### src/hw/rtl/watchdog_key_lock_timer_unit_assert.svh
// ----------------------------------------------------------------------------
// Watchdog assertion macros
// Shorthand for clocked assertions disabled while an active-low reset is asserted.
// ----------------------------------------------------------------------------
`ifndef WATCHDOG_KEY_LOCK_TIMER_UNIT_ASSERT_SVH
`define WATCHDOG_KEY_LOCK_TIMER_UNIT_ASSERT_SVH

// Same-cycle implication: cons must hold whenever ante holds.
`define WKL_ASSERT_NOW(label, clk, rst_n, ante, cons, msg) \
    label: assert property (@(posedge clk) disable iff (!(rst_n)) (ante) |-> (cons)) \
        else $error(msg);

// Next-cycle implication: cons must hold in the cycle after ante.
`define WKL_ASSERT_NEXT(label, clk, rst_n, ante, cons, msg) \
    label: assert property (@(posedge clk) disable iff (!(rst_n)) (ante) |=> (cons)) \
        else $error(msg);

`endif

### src/hw/rtl/wkl_pkg.sv
// ----------------------------------------------------------------------------
// Watchdog package
// Field widths, opcodes, register offsets, keys and request/result structs.
// ----------------------------------------------------------------------------
package wkl_pkg;

    localparam int OPCODE_W = 2;
    localparam int OFFSET_W = 12;
    localparam int DATA_W   = 32;

    // Request opcodes; the fourth code is unused and does nothing
    localparam logic [OPCODE_W-1:0] OP_TICK  = 2'd0;
    localparam logic [OPCODE_W-1:0] OP_READ  = 2'd1;
    localparam logic [OPCODE_W-1:0] OP_WRITE = 2'd2;

    // Register byte offsets
    localparam logic [OFFSET_W-1:0] OFS_CTRL   = 12'h000;
    localparam logic [OFFSET_W-1:0] OFS_RELOAD = 12'h004;
    localparam logic [OFFSET_W-1:0] OFS_COUNT  = 12'h008;
    localparam logic [OFFSET_W-1:0] OFS_KEY    = 12'h00C;
    localparam logic [OFFSET_W-1:0] OFS_STATUS = 12'h010;

    // Bit positions
    localparam int BIT_EN_POS    = 0;
    localparam int BIT_INTEN_POS = 1;
    localparam int BIT_TMO_POS   = 0;

    // Key values
    localparam logic [DATA_W-1:0] KEY_FEED  = 32'h5A5A_5A5A;
    localparam logic [DATA_W-1:0] LOCK_WORD = 32'h1ACC_E551;

    localparam logic [DATA_W-1:0] COUNT_ONE = 32'd1;

    typedef struct packed {
        logic [OPCODE_W-1:0] opcode;
        logic [OFFSET_W-1:0] offset;
        logic [DATA_W-1:0]   write_data;
    } t_req;

    typedef struct packed {
        logic [DATA_W-1:0] read_data;
        logic              irq;
    } t_rsp;

endpackage

### src/hw/rtl/wkl_req_if.sv
// ----------------------------------------------------------------------------
// Watchdog request channel
// Valid/ready channel carrying one tick, read or write request.
// ----------------------------------------------------------------------------
interface wkl_req_if;
    import wkl_pkg::*;

    logic                valid;
    logic                ready;
    logic [OPCODE_W-1:0] opcode;
    logic [OFFSET_W-1:0] offset;
    logic [DATA_W-1:0]   write_data;

    modport source (output valid, opcode, offset, write_data, input ready);
    modport sink   (input valid, opcode, offset, write_data, output ready);
endinterface

### src/hw/rtl/wkl_rsp_if.sv
// ----------------------------------------------------------------------------
// Watchdog result channel
// Valid/ready channel carrying read data and the interrupt level.
// ----------------------------------------------------------------------------
interface wkl_rsp_if;
    import wkl_pkg::*;

    logic              valid;
    logic              ready;
    logic [DATA_W-1:0] read_data;
    logic              irq;

    modport source (output valid, read_data, irq, input ready);
    modport sink   (input valid, read_data, irq, output ready);
endinterface

### src/hw/rtl/watchdog_key_lock_timer_unit.sv
// ----------------------------------------------------------------------------
// Watchdog timer with key feed and lock
// Top level: request register, state/update core and result register.
// ----------------------------------------------------------------------------
// The watchdog takes one request per clock cycle on i_req while o_rsp is not
// stalled: a tick, a register read or a register write, and returns exactly
// one result per request on o_rsp, in order. A request sits in the request
// register while the core works on it combinationally, and is loaded into the
// result register as it leaves, where its result waits until o_rsp takes it.
// Throughput is one request per cycle while o_rsp is not stalled: the
// request register refills in the same cycle it drains
// into the result register, and the result register reloads in the cycle its
// result is taken. i_req.ready follows o_rsp.ready combinationally when both
// stages are full. Registers: 0x00 ctrl (bit0 enable, bit1 interrupt enable),
// 0x04 reload, 0x08 count (read only), 0x0C key (0x5A5A5A5A feeds, 0x1ACCE551
// locks ctrl and reload until reset), 0x10 status (bit0 timeout, write one to
// clear). irq on each result is the interrupt level after its request.
// ----------------------------------------------------------------------------
module watchdog_key_lock_timer_unit (
    input  logic      i_clk,
    input  logic      i_rst_n,
    wkl_req_if.sink   i_req,
    wkl_rsp_if.source o_rsp
);
    import wkl_pkg::*;

    // Request held in the input register
    logic in_valid;
    t_req in_req;

    // Result computed by the core for the held request
    t_rsp core_rsp;

    // Room in the result register this cycle
    logic out_space;

    // Move the held request through the core into the result register
    logic advance;

    assign advance = in_valid && out_space;

    // Hold the incoming request
    wkl_in_stage u_in (
        .i_clk    (i_clk),
        .i_rst_n  (i_rst_n),
        .i_req    (i_req),
        .i_advance(advance),
        .o_valid  (in_valid),
        .o_req    (in_req)
    );

    // Apply the request to the watchdog state and form its result
    wkl_core u_core (
        .i_clk  (i_clk),
        .i_rst_n(i_rst_n),
        .i_fire (advance),
        .i_req  (in_req),
        .o_rsp  (core_rsp)
    );

    // Hold the result until the consumer takes it
    wkl_out_stage u_out (
        .i_clk  (i_clk),
        .i_rst_n(i_rst_n),
        .i_load (advance),
        .i_rsp  (core_rsp),
        .o_rsp  (o_rsp),
        .o_space(out_space)
    );
endmodule

### src/hw/rtl/wkl_in_stage.sv
// ----------------------------------------------------------------------------
// Watchdog input stage
// Registers one request; refills in the same cycle it is drained.
// ----------------------------------------------------------------------------
module wkl_in_stage (
    input  logic          i_clk,
    input  logic          i_rst_n,
    wkl_req_if.sink       i_req,
    input  logic          i_advance,
    output logic          o_valid,
    output wkl_pkg::t_req o_req
);
    import wkl_pkg::*;

    logic r_valid;
    t_req r_req;
    logic accept;

    assign i_req.ready = !r_valid || i_advance;
    assign accept      = i_req.valid && i_req.ready;

    always_ff @(posedge i_clk) begin
        if (!i_rst_n) begin
            r_valid <= 1'b0;
        end else if (accept) begin
            r_valid <= 1'b1;
        end else if (i_advance) begin
            r_valid <= 1'b0;
        end
    end

    always_ff @(posedge i_clk) begin
        if (accept) begin
            r_req <= '{opcode: i_req.opcode, offset: i_req.offset,
                       write_data: i_req.write_data};
        end
    end

    assign o_valid = r_valid;
    assign o_req   = r_req;
endmodule

### src/hw/rtl/wkl_core.sv
// ----------------------------------------------------------------------------
// Watchdog core
// Holds the watchdog state and applies one request per advance.
// ----------------------------------------------------------------------------
`include "watchdog_key_lock_timer_unit_assert.svh"

module wkl_core (
    input  logic          i_clk,
    input  logic          i_rst_n,
    input  logic          i_fire,
    input  wkl_pkg::t_req i_req,
    output wkl_pkg::t_rsp o_rsp
);
    import wkl_pkg::*;

    logic              r_en, r_inten, r_tmo, r_lock;
    logic [DATA_W-1:0] r_reload, r_count;
    logic              n_en, n_inten, n_tmo, n_lock;
    logic [DATA_W-1:0] n_reload, n_count, n_rd;

    always_comb begin
        n_en     = r_en;
        n_inten  = r_inten;
        n_tmo    = r_tmo;
        n_lock   = r_lock;
        n_reload = r_reload;
        n_count  = r_count;
        n_rd     = '0;
        unique case (i_req.opcode)
            OP_TICK: begin
                if (r_en) begin
                    if (r_tmo) begin
                        n_count = '0;
                    end else if (r_count <= COUNT_ONE) begin
                        n_count = '0;
                        n_tmo   = 1'b1;
                    end else begin
                        n_count = r_count - COUNT_ONE;
                    end
                end
            end
            OP_READ: begin
                unique case (i_req.offset)
                    OFS_CTRL: begin
                        n_rd[BIT_EN_POS]    = r_en;
                        n_rd[BIT_INTEN_POS] = r_inten;
                    end
                    OFS_RELOAD: n_rd = r_reload;
                    OFS_COUNT:  n_rd = r_count;
                    OFS_STATUS: n_rd[BIT_TMO_POS] = r_tmo;
                    default:    n_rd = '0;
                endcase
            end
            OP_WRITE: begin
                unique case (i_req.offset)
                    OFS_CTRL: begin
                        if (!r_lock) begin
                            n_en    = i_req.write_data[BIT_EN_POS];
                            n_inten = i_req.write_data[BIT_INTEN_POS];
                            if (n_en && (r_count == '0)) begin
                                n_count = r_reload;
                            end
                        end
                    end
                    OFS_RELOAD: begin
                        if (!r_lock) begin
                            n_reload = i_req.write_data;
                        end
                    end
                    OFS_KEY: begin
                        if (i_req.write_data == KEY_FEED) begin
                            n_count = r_reload;
                            n_tmo   = 1'b0;
                        end else if (i_req.write_data == LOCK_WORD) begin
                            n_lock = 1'b1;
                        end
                    end
                    OFS_STATUS: begin
                        if (i_req.write_data[BIT_TMO_POS]) begin
                            n_tmo = 1'b0;
                        end
                    end
                    default: ;
                endcase
            end
            default: ;
        endcase
    end

    always_ff @(posedge i_clk) begin
        if (!i_rst_n) begin
            r_en     <= 1'b0;
            r_inten  <= 1'b0;
            r_tmo    <= 1'b0;
            r_lock   <= 1'b0;
            r_reload <= '0;
            r_count  <= '0;
        end else if (i_fire) begin
            r_en     <= n_en;
            r_inten  <= n_inten;
            r_tmo    <= n_tmo;
            r_lock   <= n_lock;
            r_reload <= n_reload;
            r_count  <= n_count;
        end
    end

    assign o_rsp = '{read_data: n_rd, irq: n_inten & n_tmo};

    `WKL_ASSERT_NEXT(a_lock_sticky, i_clk, i_rst_n, r_lock, r_lock, "lock flag dropped")
    `WKL_ASSERT_NEXT(a_reload_frozen, i_clk, i_rst_n, r_lock, $stable(r_reload),
                     "reload changed while locked")
    `WKL_ASSERT_NOW(a_timeout_at_zero, i_clk, i_rst_n, $rose(r_tmo), r_count == '0,
                    "timeout with nonzero count")
    `WKL_ASSERT_NEXT(a_count_idle, i_clk, i_rst_n, !i_fire, $stable(r_count),
                     "count moved without a request")
endmodule

### src/hw/rtl/wkl_out_stage.sv
// ----------------------------------------------------------------------------
// Watchdog result register
// Holds one result until taken; reloads in the cycle it is taken.
// ----------------------------------------------------------------------------
module wkl_out_stage (
    input  logic          i_clk,
    input  logic          i_rst_n,
    input  logic          i_load,
    input  wkl_pkg::t_rsp i_rsp,
    wkl_rsp_if.source     o_rsp,
    output logic          o_space
);
    import wkl_pkg::*;

    logic r_valid;
    t_rsp r_rsp;

    assign o_space = !r_valid || o_rsp.ready;

    always_ff @(posedge i_clk) begin
        if (!i_rst_n) begin
            r_valid <= 1'b0;
        end else if (i_load) begin
            r_valid <= 1'b1;
        end else if (o_rsp.ready) begin
            r_valid <= 1'b0;
        end
    end

    always_ff @(posedge i_clk) begin
        if (i_load) begin
            r_rsp <= i_rsp;
        end
    end

    assign o_rsp.valid     = r_valid;
    assign o_rsp.read_data = r_rsp.read_data;
    assign o_rsp.irq       = r_rsp.irq;
endmodule
### src/flat_wrapper.sv
// flat-port wrapper written by rule: the top's interface ports become plain ports
module watchdog_key_lock_timer_unit_flat import wkl_pkg::*;
  (i_clk, i_rst_n, i_req_valid, i_req_opcode, i_req_offset, i_req_write_data, i_req_ready, o_rsp_valid, o_rsp_read_data, o_rsp_irq, o_rsp_ready);
  wkl_req_if i_req_i ();
  wkl_rsp_if o_rsp_i ();
  input  logic i_clk;
  input  logic i_rst_n;
  input wire logic [$bits(i_req_i.valid)-1:0] i_req_valid;
  input wire logic [$bits(i_req_i.opcode)-1:0] i_req_opcode;
  input wire logic [$bits(i_req_i.offset)-1:0] i_req_offset;
  input wire logic [$bits(i_req_i.write_data)-1:0] i_req_write_data;
  output wire logic [$bits(i_req_i.ready)-1:0] i_req_ready;
  output wire logic [$bits(o_rsp_i.valid)-1:0] o_rsp_valid;
  output wire logic [$bits(o_rsp_i.read_data)-1:0] o_rsp_read_data;
  output wire logic [$bits(o_rsp_i.irq)-1:0] o_rsp_irq;
  input wire logic [$bits(o_rsp_i.ready)-1:0] o_rsp_ready;
  assign i_req_i.valid = i_req_valid;
  assign i_req_i.opcode = i_req_opcode;
  assign i_req_i.offset = i_req_offset;
  assign i_req_i.write_data = i_req_write_data;
  assign i_req_ready = i_req_i.ready;
  assign o_rsp_valid = o_rsp_i.valid;
  assign o_rsp_read_data = o_rsp_i.read_data;
  assign o_rsp_irq = o_rsp_i.irq;
  assign o_rsp_i.ready = o_rsp_ready;
  watchdog_key_lock_timer_unit u_core (.i_clk(i_clk), .i_rst_n(i_rst_n), .i_req(i_req_i), .o_rsp(o_rsp_i));
endmodule
### config.mk
export PLATFORM = sky130hd
export DESIGN_NAME = watchdog_key_lock_timer_unit_flat
export DESIGN_NICKNAME = d
export VERILOG_FILES = /design/src/hw/rtl/wkl_pkg.sv /design/src/hw/rtl/wkl_req_if.sv /design/src/hw/rtl/wkl_rsp_if.sv /design/src/hw/rtl/watchdog_key_lock_timer_unit.sv /design/src/hw/rtl/wkl_in_stage.sv /design/src/hw/rtl/wkl_core.sv /design/src/hw/rtl/wkl_out_stage.sv /design/src/flat_wrapper.sv
export VERILOG_INCLUDE_DIRS = /design/src /design/src/hw/rtl
export SDC_FILE = /design/constraint.sdc
export NUM_CORES = 1
export LEC_CHECK = 0
export BUFFER_PORTS_ARGS = -buffer_cell sky130_fd_sc_hd__buf_4
export CORE_MARGIN = 2
export CORE_UTILIZATION = 60
export DETAILED_ROUTE_END_ITERATION = 10
export GPL_ROUTABILITY_DRIVEN = 0
export HOLD_SLACK_MARGIN = 0.15
export PLACE_DENSITY = 0.9
export REMOVE_ABC_BUFFERS = 1
export SYNTH_ARGS = -nofsm -noshare
export SYNTH_HDL_FRONTEND = slang
export SYNTH_SLANG_ARGS = --single-unit
### constraint.sdc
create_clock -name i_clk -period 3.9 [get_ports i_clk]
set_input_delay 0 -clock i_clk [delete_from_list [all_inputs] [get_ports i_clk]]
set_output_delay 0 -clock i_clk [all_outputs]
set_load 0.005 [all_outputs]
**Word-level counts from Yosys, hierarchy flattened**

Index checks and enable logic that the tools add are counted.

- Flip-flop bits (word level): 149
- Bits of input ports: 50
- Output and inout bits: 35
- Word-level logic and storage cells: 73

- Add/sub/neg operators: 1
- $lt $le $gt $ge: 1
- Eq/ne operators: 13
- Muxes and demuxes: 25
- Bitwise logic cells: 3
- Reductions and logical operators: 17

Operators with widths:

| cell | count |
|---|---|
| two-way mux 32 bit | 6 |
| one-hot mux 32 bit (2 select lines) | 2 |
| one-hot mux 30 bit (2 select lines) | 1 |
| equality test 32 x 29 -> 1 bit, second input constant | 1 |
| equality test 32 x 31 -> 1 bit, second input constant | 1 |
| less-or-equal comparator 32 x 1 -> 1 bit, second input constant | 1 |
| zero test 32 bit | 1 |
| subtractor 32 x 1 -> 32 bit, second input constant | 1 |
| equality test 12 x 4 -> 1 bit, second input constant | 2 |
| equality test 12 x 3 -> 1 bit, second input constant | 1 |
| equality test 12 x 5 -> 1 bit, second input constant | 1 |
| zero test 12 bit | 1 |
| two-way mux 1 bit | 12 |
| inequality test 3 bit, second input constant | 3 |
| AND reduction 4 bit | 2 |
| AND reduction 7 bit | 1 |
| nonzero test 2 bit | 3 |
| AND reduction 5 bit | 1 |
| one-hot mux 1 bit (2 select lines) | 2 |
| one-hot mux 1 bit (4 select lines) | 1 |
| logical AND 1 bit | 3 |
| inequality test 3 x 1 -> 1 bit, second input constant | 1 |
| one-hot mux 1 bit (3 select lines) | 1 |
| equality test 2 x 1 -> 1 bit, second input constant | 1 |
| 7 further kinds | 10 |

**Logic depth before layout (Yosys ltp)**

- Depth after elaboration: 6
- Depth in mapped cells: 10
- Mapped depth without buffers: 7

**Cells and area by module**

From an unflattened synthesis, not the netlist that was laid out.

- Cells, all modules: 625
- Area, all modules: 6814.0 µm²

Modules (own cells, without submodules):

| module | times used | cells each | area each (µm²) | seq. area each (µm²) |
|---|---|---|---|---|
| wkl_core | 1 | 536 | 4329.2 | 1361.3 |
| wkl_in_stage | 1 | 51 | 1438.9 | 1401.3 |
| wkl_out_stage | 1 | 37 | 1039.7 | 1011.0 |
| watchdog_key_lock_timer_unit | 1 | 1 | 6.3 | 0.0 |

**Least setup slack after synthesis**

No wires, ideal clock.

- Path type: register to register
- From: register u_core.u_core.r_count[12]
- To: register u_core.u_core.r_count[12]
- Arrival time: 2.367 ns
- Required time: 3.761 ns
- Path slack: 1.393 ns
- Cell stages (with the launch flop): 10
- Clock period less this slack: 2.507 ns
- Cell sequence: dfxtp_1 -> buf_6 -> or4_4 -> nor4_2 -> nand3_1 -> or4_1 -> buf_2 -> buf_6 -> a22oi_1 -> o22ai_1

- Cells in the longest elaborated chain, start to end: 5

Ends and longest elaborated chain:

| item | line | source |
|---|---|---|
| start: declaration | wkl_core.sv:17 | `logic [DATA_W-1:0] r_reload, r_count;` |
| start signal: assignment | wkl_core.sv:104 | `r_count <= n_count;` |
| subtractor 32 x 1 -> 32 bit or less-or-equal comparator 32 x 1 -> 1 bit (tied branches) | wkl_core.sv:38, wkl_core.sv:34 |  |
| two-way mux 32 bit | wkl_core.sv:34 | `end else if (r_count <= COUNT_ONE) begin` |
| two-way mux 32 bit | wkl_core.sv:32 | `if (r_tmo) begin` |
| two-way mux 32 bit | wkl_core.sv:31 | `if (r_en) begin` |
| one-hot mux 32 bit (2 select lines) | wkl_core.sv:29 | `unique case (i_req.opcode)` |

Several ways; a longest one is shown, not always the timed one. The select of a mux whose other input is x is not followed.
A chain may end at the register's enable or synchronous reset.

**Worst setup path in the final report**

- From: register u_core.u_core.r_count[2]
- To: register u_core.u_core.r_count[15]

The elaborated chain is that of the path after synthesis.

==> impl_metrics.toml <==
[run_status]
status = "complete, no violations"

[worst_hold_path]
hold_path_depth = 2
whs_endpoint = "u_core.u_in.o_req[6]"
hp-class = "primary input to flop"
min-delay-start = "i_req_write_data[6]"

[routing]
drtIter0Drc = 1114
drc = 0
dr.pass1.iters = 7
routed_wl_mm = 18.69
wl_per_cell_um = 20.61
ant_nets = 0
routed-via-count = 6031
routed_via_density = 6.649

[global_route]
antenna_found_initial = 0
grt_pass1_vias = 5684
track_usage = 0.3254
grt_pass1_wl_mm = 29.15
grt_max_degree = 51
overflow = 0

[die]
dieArea_mm2 = 0.01180
rows = 38
io_pins = 85
die_x_um = 108.6
die_h_um = 108.6
start_util = 0.6112
core_mm2 = 0.01075

[worst_setup_path]
critPathKind = "flop to flop"
required_ps = 4300
ff2ff_setup_slack_ps = 570
path_max_fanout = 23
reg2regPathDepth = 6
arrival_ps = 3730
timing.rr.start = "u_core.u_core.r_count[2]"
cp-start-kind = "flop"
endpoint_kind = "flop"
reg2reg_to = "u_core.u_core.r_count[15]"

[timing]
worst_slew_pin_slew_ps = 1273
worst_slack_ps = 566.9
drv_slew = 0
rsz0062_at_grt = "false"
finClkSkew_ps = 10.27
finalCritPeriodShare = 0.8546
finalSetupViolations = 0
hold_violations = 0
period_needed_ps = 3333
maxSlewHeadroom = 0.1513
clock.fmax_mhz = 300.0
holdWs_ps = 178.7

[cells_and_area]
area_delta_synth_final_pct = 26.00
final_net_count = 807
n_fill_cell = 663
num_antenna_cells = 0
drive_gt1_frac = 0.1734
final_area_mm2 = 0.008275

[job]
max_cap_violations = 0

[clocking]
cts_buffers = 17
cts_buffer_depth = 2
post_cts_buffers = 0
cts_resized = 0
clk_pin_slew_ps = 60
htree_levels = 4
clkSinkCount = 149
clk_latency_ps = 540
root_buffer = "clkbuf_8"
postCtsHoldBufs = 50
cts_tree = "yes"

[power]
total_power_mw = 3.383
power_density_mw_per_mm2 = 408.8
leakage_nw = 2.989
vdd_drop_max_mv = 0.3723

[synthesis]
async_reset_ff_frac = 0
postSynthAreaPerCell_um2 = 10.25
syn_inst = 641
synth_warnings = 0
netlist_area_mm2 = 0.006568
dominantRegCellSynth = "edfxtp_1"
synth_cell_types = 55
synth_seq_area_share = 0.5746
yosys_register_bits = 149
synth_edf_count = 79

[place]
place_area_mm2 = 0.007239
post-place-ws_ps = 848.6
dp_hpwl_mm = 10.65
numPortBuffers = 84
## kinds of logic (layout without fill, tap and decap cells)
group,after synthesis,in the layout,synth area share
flops,149,149,0.5746
buf+inv,56,182,0.03601
fa+ha+maj,3,3,0.005716
xor+xnor,8,8,0.01067
simple gates,252,252,0.1871
mux,5,5,0.007811
compound gates,168,168,0.1781
## worst max-delay path by stage
stage | endpoint | start | depth (start not counted)
after global placement | u_core.u_core.r_count[19] | u_core.u_core.r_count[2] | 6
after CTS | u_core.u_core.r_count[19] | u_core.u_core.r_count[2] | 6
final | u_core.u_core.r_count[15] | u_core.u_core.r_count[2] | 6
after detailed placement | u_core.u_core.r_count[19] | u_core.u_core.r_count[2] | 6
after global routing | u_core.u_core.r_count[19] | u_core.u_core.r_count[2] | 6
after floorplan | u_core.u_core.r_reload[0] | u_core.u_in.o_req[41] | 6
## layout make-up
type	count	area (um^2)	share of cell area
Tap cell	140	175.2	0.02117
Clock buffer	18	417.9	0.05050
Timing Repair Buffer	142	1191	0.1439
Inverter	8	30.03	0.003629
Multi-Input combinational cell	436	2570	0.3106
Clock inverter	14	117.6	0.01421
Sequential cell	149	3774	0.4560
## flip-flops by register name, summed over array words and instances, names as in the netlist
signal,flops
u_core.u_core.r_count,32
u_core.u_core.r_en,1
u_core.u_core.r_inten,1
u_core.u_core.r_lock,1
u_core.u_core.r_reload,32
u_core.u_core.r_tmo,1
u_core.u_in.o_req,46
u_core.u_in.o_valid,1
u_core.u_out.o_rsp.irq,1
u_core.u_out.o_rsp.read_data,32
u_core.u_out.o_rsp.valid,1
## synth_stat cells (2+ instances only)
| library cell | number | share of area |
|---|---|---|
| xor2_1 | 6 | 0.0080 |
| a21oi_1 | 51 | 0.039 |
| mux2i_1 | 4 | 0.0061 |
| nor4_1 | 15 | 0.014 |
| clkbuf_1 | 42 | 0.024 |
| xnor2_1 | 2 | 0.0027 |
| nand2_1 | 100 | 0.057 |
| nand3_1 | 4 | 0.0030 |
| nor2_1 | 62 | 0.035 |
| and2_1 | 2 | 0.0019 |
| o31ai_1 | 9 | 0.010 |
| buf_2 | 3 | 0.0023 |
| or2_2 | 2 | 0.0019 |
| nor3_2 | 3 | 0.0046 |
| nand4_1 | 4 | 0.0038 |
| buf_6 | 3 | 0.0051 |
| o32ai_1 | 12 | 0.016 |
| o22ai_1 | 10 | 0.0095 |
| a32oi_1 | 11 | 0.015 |
| ha_1 | 3 | 0.0057 |
| and4b_1 | 2 | 0.0030 |
| nor2b_1 | 2 | 0.0019 |
| a22oi_1 | 55 | 0.063 |
| nand3b_1 | 2 | 0.0023 |
| nor3_1 | 19 | 0.014 |
| edfxtp_1 | 79 | 0.36 |
| nor4b_1 | 7 | 0.0093 |
| nand4b_1 | 2 | 0.0027 |
| nand2b_1 | 3 | 0.0029 |
| nor4bb_1 | 3 | 0.0046 |
| a2bb2oi_1 | 9 | 0.012 |
| nor4_2 | 2 | 0.0038 |
| or4_1 | 4 | 0.0046 |
| dfxtp_1 | 70 | 0.21 |
| inv_1 | 7 | 0.0040 |
| or3_1 | 8 | 0.0076 |
## stage by stage
step | utilization | setup TNS (ps) | std cells
final | 0.7701 | 0 | 907
after global routing | 0.7701 | 0 | 907
after CTS | 0.7701 | 0 | 907
after detailed placement | 0.6737 | 0 | 825
after global placement | 0.6737 | 0 | 825
after floorplan | - | -46230 | 593
## power breakdown
group / total (mW) / switching [mW] / internal, mW
Clock: 1.50 / 0.607 / 0.890
Combinational: 0.165 / 0.0768 / 0.0878
Sequential: 1.72 / 0.0256 / 1.70
## placed cells by master (no fill, tap or decap), types with 7 or more instances in the layout
cell and n:
clkbuf_16 16, buf_4 92, nor2_1 61, a21oi_1 51
nor3_1 19, edfxtp_1 79, nand2_1 100, o22ai_1 10
dlygate4sd3_1 50, nor4_1 15, a2bb2oi_1 9, or3_1 8
o31ai_1 9, a22oi_1 55, a32oi_1 11, o32ai_1 12
inv_1 7, dfxtp_1 70
## worst max-delay path, cell delays in order (launching register included)
cell,delay [ps]
dfxtp_1,370
or4_1,600
nor4_1,380
nand3_1,240
or4_1,1010
nand2_2,430
a21oi_1,150
## routing by layer
metal,up-vias,wire [um],GRT usage
met1,2717,6537,0.4101
met3,148,2386,0.09145
met2,529,8683,0.5134
met4,0,1087,0.1694
li1,2637,-,-
met5,-,0,0
(Power assumes the default switching activity.)
